## src/sv/psrl_ram.sv

```systemverilog
// Generic single-port-write, single-port-read RAM with registered read data.
// No dependencies.
module psrl_ram #(
    parameter int WIDTH = 32,
    parameter int DEPTH = 64
) (
    input  logic                     aclk,
    input  logic                     wr_en,
    input  logic [$clog2(DEPTH)-1:0] wr_addr,
    input  logic [WIDTH-1:0]         wr_data,
    input  logic                     rd_en,
    input  logic [$clog2(DEPTH)-1:0] rd_addr,
    output logic [WIDTH-1:0]         rd_data
);

    logic [WIDTH-1:0] mem [DEPTH];
    logic [WIDTH-1:0] rd_data_reg;

    always_ff @(posedge aclk) begin
        if (wr_en) begin
            mem[wr_addr] <= wr_data;
        end
        if (rd_en) begin
            rd_data_reg <= mem[rd_addr];
        end
    end

    assign rd_data = rd_data_reg;

endmodule

```

## config.mk

```make
export PLATFORM = sky130hd
export DESIGN_NAME = psrl_ram
export DESIGN_NICKNAME = d
export VERILOG_FILES = /design/src/sv/psrl_ram.sv
export SDC_FILE = /design/constraint.sdc
export NUM_CORES = 2
export LEC_CHECK = 0
export ABC_AREA = 0
export BUFFER_PORTS_ARGS = -buffer_cell sky130_fd_sc_hd__buf_4
export CAP_MARGIN = 20
export CELL_PAD_IN_SITES_DETAIL_PLACEMENT = 0
export CELL_PAD_IN_SITES_GLOBAL_PLACEMENT = 1
export CORE_MARGIN = 10
export CORE_UTILIZATION = 41
export CTS_BUF_LIST = sky130_fd_sc_hd__clkbuf_8 sky130_fd_sc_hd__clkbuf_16
export CTS_CLUSTER_DIAMETER = 150
export DETAILED_ROUTE_END_ITERATION = 12
export PLACE_DENSITY = 0.66
export SYNTH_ARGS = -nofsm -noshare
export SYNTH_HDL_FRONTEND = slang
export SYNTH_SLANG_ARGS = --single-unit
```

## constraint.sdc

```tcl
create_clock -name aclk -period 10.3 [get_ports aclk]
set_clock_uncertainty 0.2 [all_clocks]
set_input_delay 1.545 -clock aclk [delete_from_list [all_inputs] [get_ports aclk]]
set_output_delay 1.545 -clock aclk [all_outputs]
set_load 0.01 [all_outputs]
```

# == Word level (Yosys, flattened, before mapping) ==
# Memories as Yosys holds them, arrays and structs flattened. A register that Yosys moved wholly into a read port is not among the register bits.
# Index checks and enable logic that the tools add are counted.
# classes
n_mux,2
# op_table
operator,count
two-way mux 1 bit,2
# totals
ff_bits,0
mem_bits_rw,2048
input_bits,47
mem_count,1
# mem_list
memory,words,width,read_ports,rd_ports_with_merged_regs,write_ports,line,text
mem,64,32,1,1,1,16,logic [WIDTH-1:0] mem [DEPTH];

# == Longest topological paths before layout ==
# depth
depth_word,2
depth_mapped,10
mapped_depth_nobuf,5

# == Worst setup path before layout ==
# No wires, ideal clock.
# synth_timing
path_kind,input port to flip-flop
startpoint,input port wr_addr[3]
endpoint,"memory mem[48][0], enable pin"
setup_time_ns,0.461
arrival_time_ns,4.244
t_required_ns,9.639
slack_ns,5.395
path_stages,4
cell_sequence,clkbuf_1 > nor2b_1 > nand4b_1 > nor3_1
# synth_rtl
item,line,text
"start, declared",9,"input logic [$clog2(DEPTH)-1:0] wr_addr,"
"end, declared",16,
# Straight into the memory's write port.

==> flow_metrics.py <==
metrics = {
    "clock_tree": {
        "root_buffer": "clkbuf_16",
        "cts_buffers": 200,
        "cts_tree": "built",
        "clk_latency_ps": 840,
        "cts_sinks": 2080,
        "cts_resized": 0,
        "cts_max_path_buffers": 3,
        "path_clk_slew_ps": 60,
        "postCtsHoldBufs": 0,
        "post_cts.repair.setup_buffers": 0,
        "ctsHtreeMaxLevel": 4,
    },
    "timing": {
        "worstMarginPinSlew_ps": 1120,
        "tns_ps": 0,
        "rsz0062_at_grt": "false",
        "finalSetupViolCount": 0,
        "period_minus_slack_ps": 4670,
        "drv_slew": 0,
        "finalHoldViolations": 0,
        "relSlewSlack_pct": 25.1,
        "fmaxAchievable_mhz": 214,
        "post-route-period-util_pct": 45.4,
    },
    "yosys": {
        "yosys_register_bits": 2080,
        "synth_cell_types": 33,
        "syn_nets": 3371,
        "yosysSeqAreaShare_pct": 79.2,
        "avgSynthCellArea_sq_um": 23.7,
        "syn_area_sq_um": 78800,
        "yosys_warnings": 0,
        "syn-instance-count": 3324,
    },
    "detailed_routing": {
        "wl_microns": 209000,
        "routedWlPerCell_microns": 33.7,
        "drtIter0Drc": 4660,
        "vias": 37000,
        "drc": 0,
        "dr.pass1.iters": 5,
        "viasPerCell": 5.98,
        "postRouteAntennaNets": 0,
    },
    "critical_path": {
        "worst_setup_path_start_kind": "input port",
        "setup.reg_to_reg.worst_slack_ps": 7560,
        "path_buf_inv": 3,
        "slowest_delay_ps": 790,
        "arrival_ps": 4990,
        "crit_fanout": 82,
        "cpMostUsedCell": "buf_12",
        "cp.required_ps": 10620,
        "critPathCaptureType": "register",
        "worst_path_max_delay_cell": "a311oi_1",
        "path_class": "input port to register",
        "critPathTopFamily": "buffers and inverters",
        "critPathLaunch": "rd_addr[2]",
        "reg2reg_from": "mem[27][7]$_DFFE_PP_",
        "worstPathCellList": "buf_8 -> buf_12 -> buf_12 -> mux4_2 -> mux2i_1 -> nor2_1 -> a311oi_1 -> nor3_1",
    },
    "power": {
        "leakage_uw": 0.0275,
        "power_uw": 17200,
        "ir_drop_mv": 0.118,
        "power.density_nw_per_um2": 193,
    },
    "layout": {
        "regArea_sq_um": 62500,
        "drive_above_1_share_pct": 28.8,
        "area_growth_pct": 13.1,
        "layout.nets": 3569,
        "layout_commonest_cell": "edfxtp_1",
        "largest_register_ffs": 2048,
        "fin_cells": 6191,
        "multi_input_area_sq_um": 16000,
        "nFillCells": 15500,
        "final_cell_mix": "edfxtp_1 (2,080), mux4_2 (544), clkbuf_16 (202)",
    },
    "floorplanning": {
        "start_util_pct": 41.3,
        "io_pins": 79,
        "die_h_microns": 459,
        "die_area_sq_um": 210000,
        "die_x_microns": 459,
        "fp.coreArea_sq_um": 191000,
        "rows": 160,
    },
    "place": {
        "dpl.cell_count": 5831,
        "routabilityCongestion": 0.759,
        "io_buffer_count": 78,
        "hpwl_microns": 113000,
    },
    "global_route": {
        "grt_pass1_vias": 36900,
        "grt_max_degree": 139,
        "gr-total-overflow": 0,
        "grt_pass1_wl_microns": 293000,
        "antenna_found_initial": 16,
        "grt_usage_pct": 19.6,
    },
    "outcome": {
        "status": "finished clean",
    },
    "run": {
        "drv_cap": 0,
    },
    "hold_path": {
        "hp-class": "register to register",
        "worstHoldStart": "mem[29][17]$_DFFE_PP_",
    },
}
-- synthesized netlist by cell type --
master / count / area, sq um
nor2b_1: 15 / 93.8
o32ai_1: 4 / 35.0
a31oi_1: 1 / 6.26
o22ai_1: 84 / 526
mux2i_1: 93 / 931
or3b_1: 2 / 17.5
or3b_2: 3 / 26.3
and2_1: 2 / 12.5
or2_0: 1 / 6.26
a21oi_1: 62 / 310
edfxtp_1: 2080 / 62500
nand4_1: 2 / 12.5
nor3_1: 7 / 35.0
or2_2: 1 / 6.26
or3_1: 3 / 18.8
nand2_1: 26 / 97.6
nor2_1: 137 / 514
buf_4: 25 / 188
buf_1: 21 / 78.8
mux4_2: 544 / 12300
a41o_1: 4 / 40.0
nand3_1: 5 / 25.0
a311oi_1: 8 / 70.1
nand4b_1: 1 / 8.76
o221ai_1: 27 / 236
or2_1: 1 / 6.26
buf_2: 57 / 285
clkbuf_1: 74 / 278
a22oi_1: 12 / 90.1
nand2b_1: 8 / 50.1
nand3b_1: 5 / 37.5
and3_1: 4 / 25.0
buf_6: 5 / 56.3
-- worst min-delay path, delay by kind of cell, from the launching register on --
kind	cells	cell delay [ps]
AND/OR/NAND/NOR	2	260
flip-flops	1	320
AO/OA/AOI/OAI	1	90
multiplexers	1	60
-- final cells by class --
class / instances / share of cell area [%]
Tap cell: 2511 / 3.52
Timing Repair Buffer: 178 / 1.72
Clock inverter: 155 / 1.15
Sequential cell: 2080 / 70.0
Clock buffer: 202 / 5.67
Antenna cell: 3 / 0.00842
Multi-Input combinational cell: 1062 / 17.9
-- path summary, 6_finish.rpt --
kind                                              end  cells after the start
worst min register to register  rd_data[17]$_DFFE_PP_                      4
worst max register to register   rd_data[7]$_DFFE_PP_                      5
worst max-delay path             rd_data[4]$_DFFE_PP_                      8
worst min-delay path            rd_data[17]$_DFFE_PP_                      4
-- stage by stage --
stage	setup WS [ps]	utilization, %	hold WS [ps]	instance area (sq um)
after detailed placement	4830	43.6	659	83100
final	5630	46.7	669	89200
after floorplan	5400	-	550	78800
after global placement	4660	43.5	658	83000
after CTS	5710	46.7	681	89200
after global routing	5540	46.7	757	89200
-- routing by layer --
layer	GRT usage, %	part of all wire, %	vias to the layer above
li1	-	-	14700
met1	27.9	41	20400
met2	31.1	48	1606
met3	3.90	8.5	294
met4	4.99	2.4	6
met5	0	0.019	-
-- power breakdown --
group	switching, uW	internal [uW]
Clock	3100	3810
Combinational	544	312
Sequential	45.4	9390
-- kinds of logic (layout without fill, tap and decap cells) --
family                 count (synthesis)  in the layout  synth area share [%]
and+or+nand+nor                      223            223                  1.26
AOI/OAI and AO/OA                    202            202                  1.67
DFF                                 2080           2080                  79.2
other                                  0              3                     0
buffers and inverters                182            535                  1.12
muxes                                637            637                  16.7
Power figures use the tool's default switching activity.
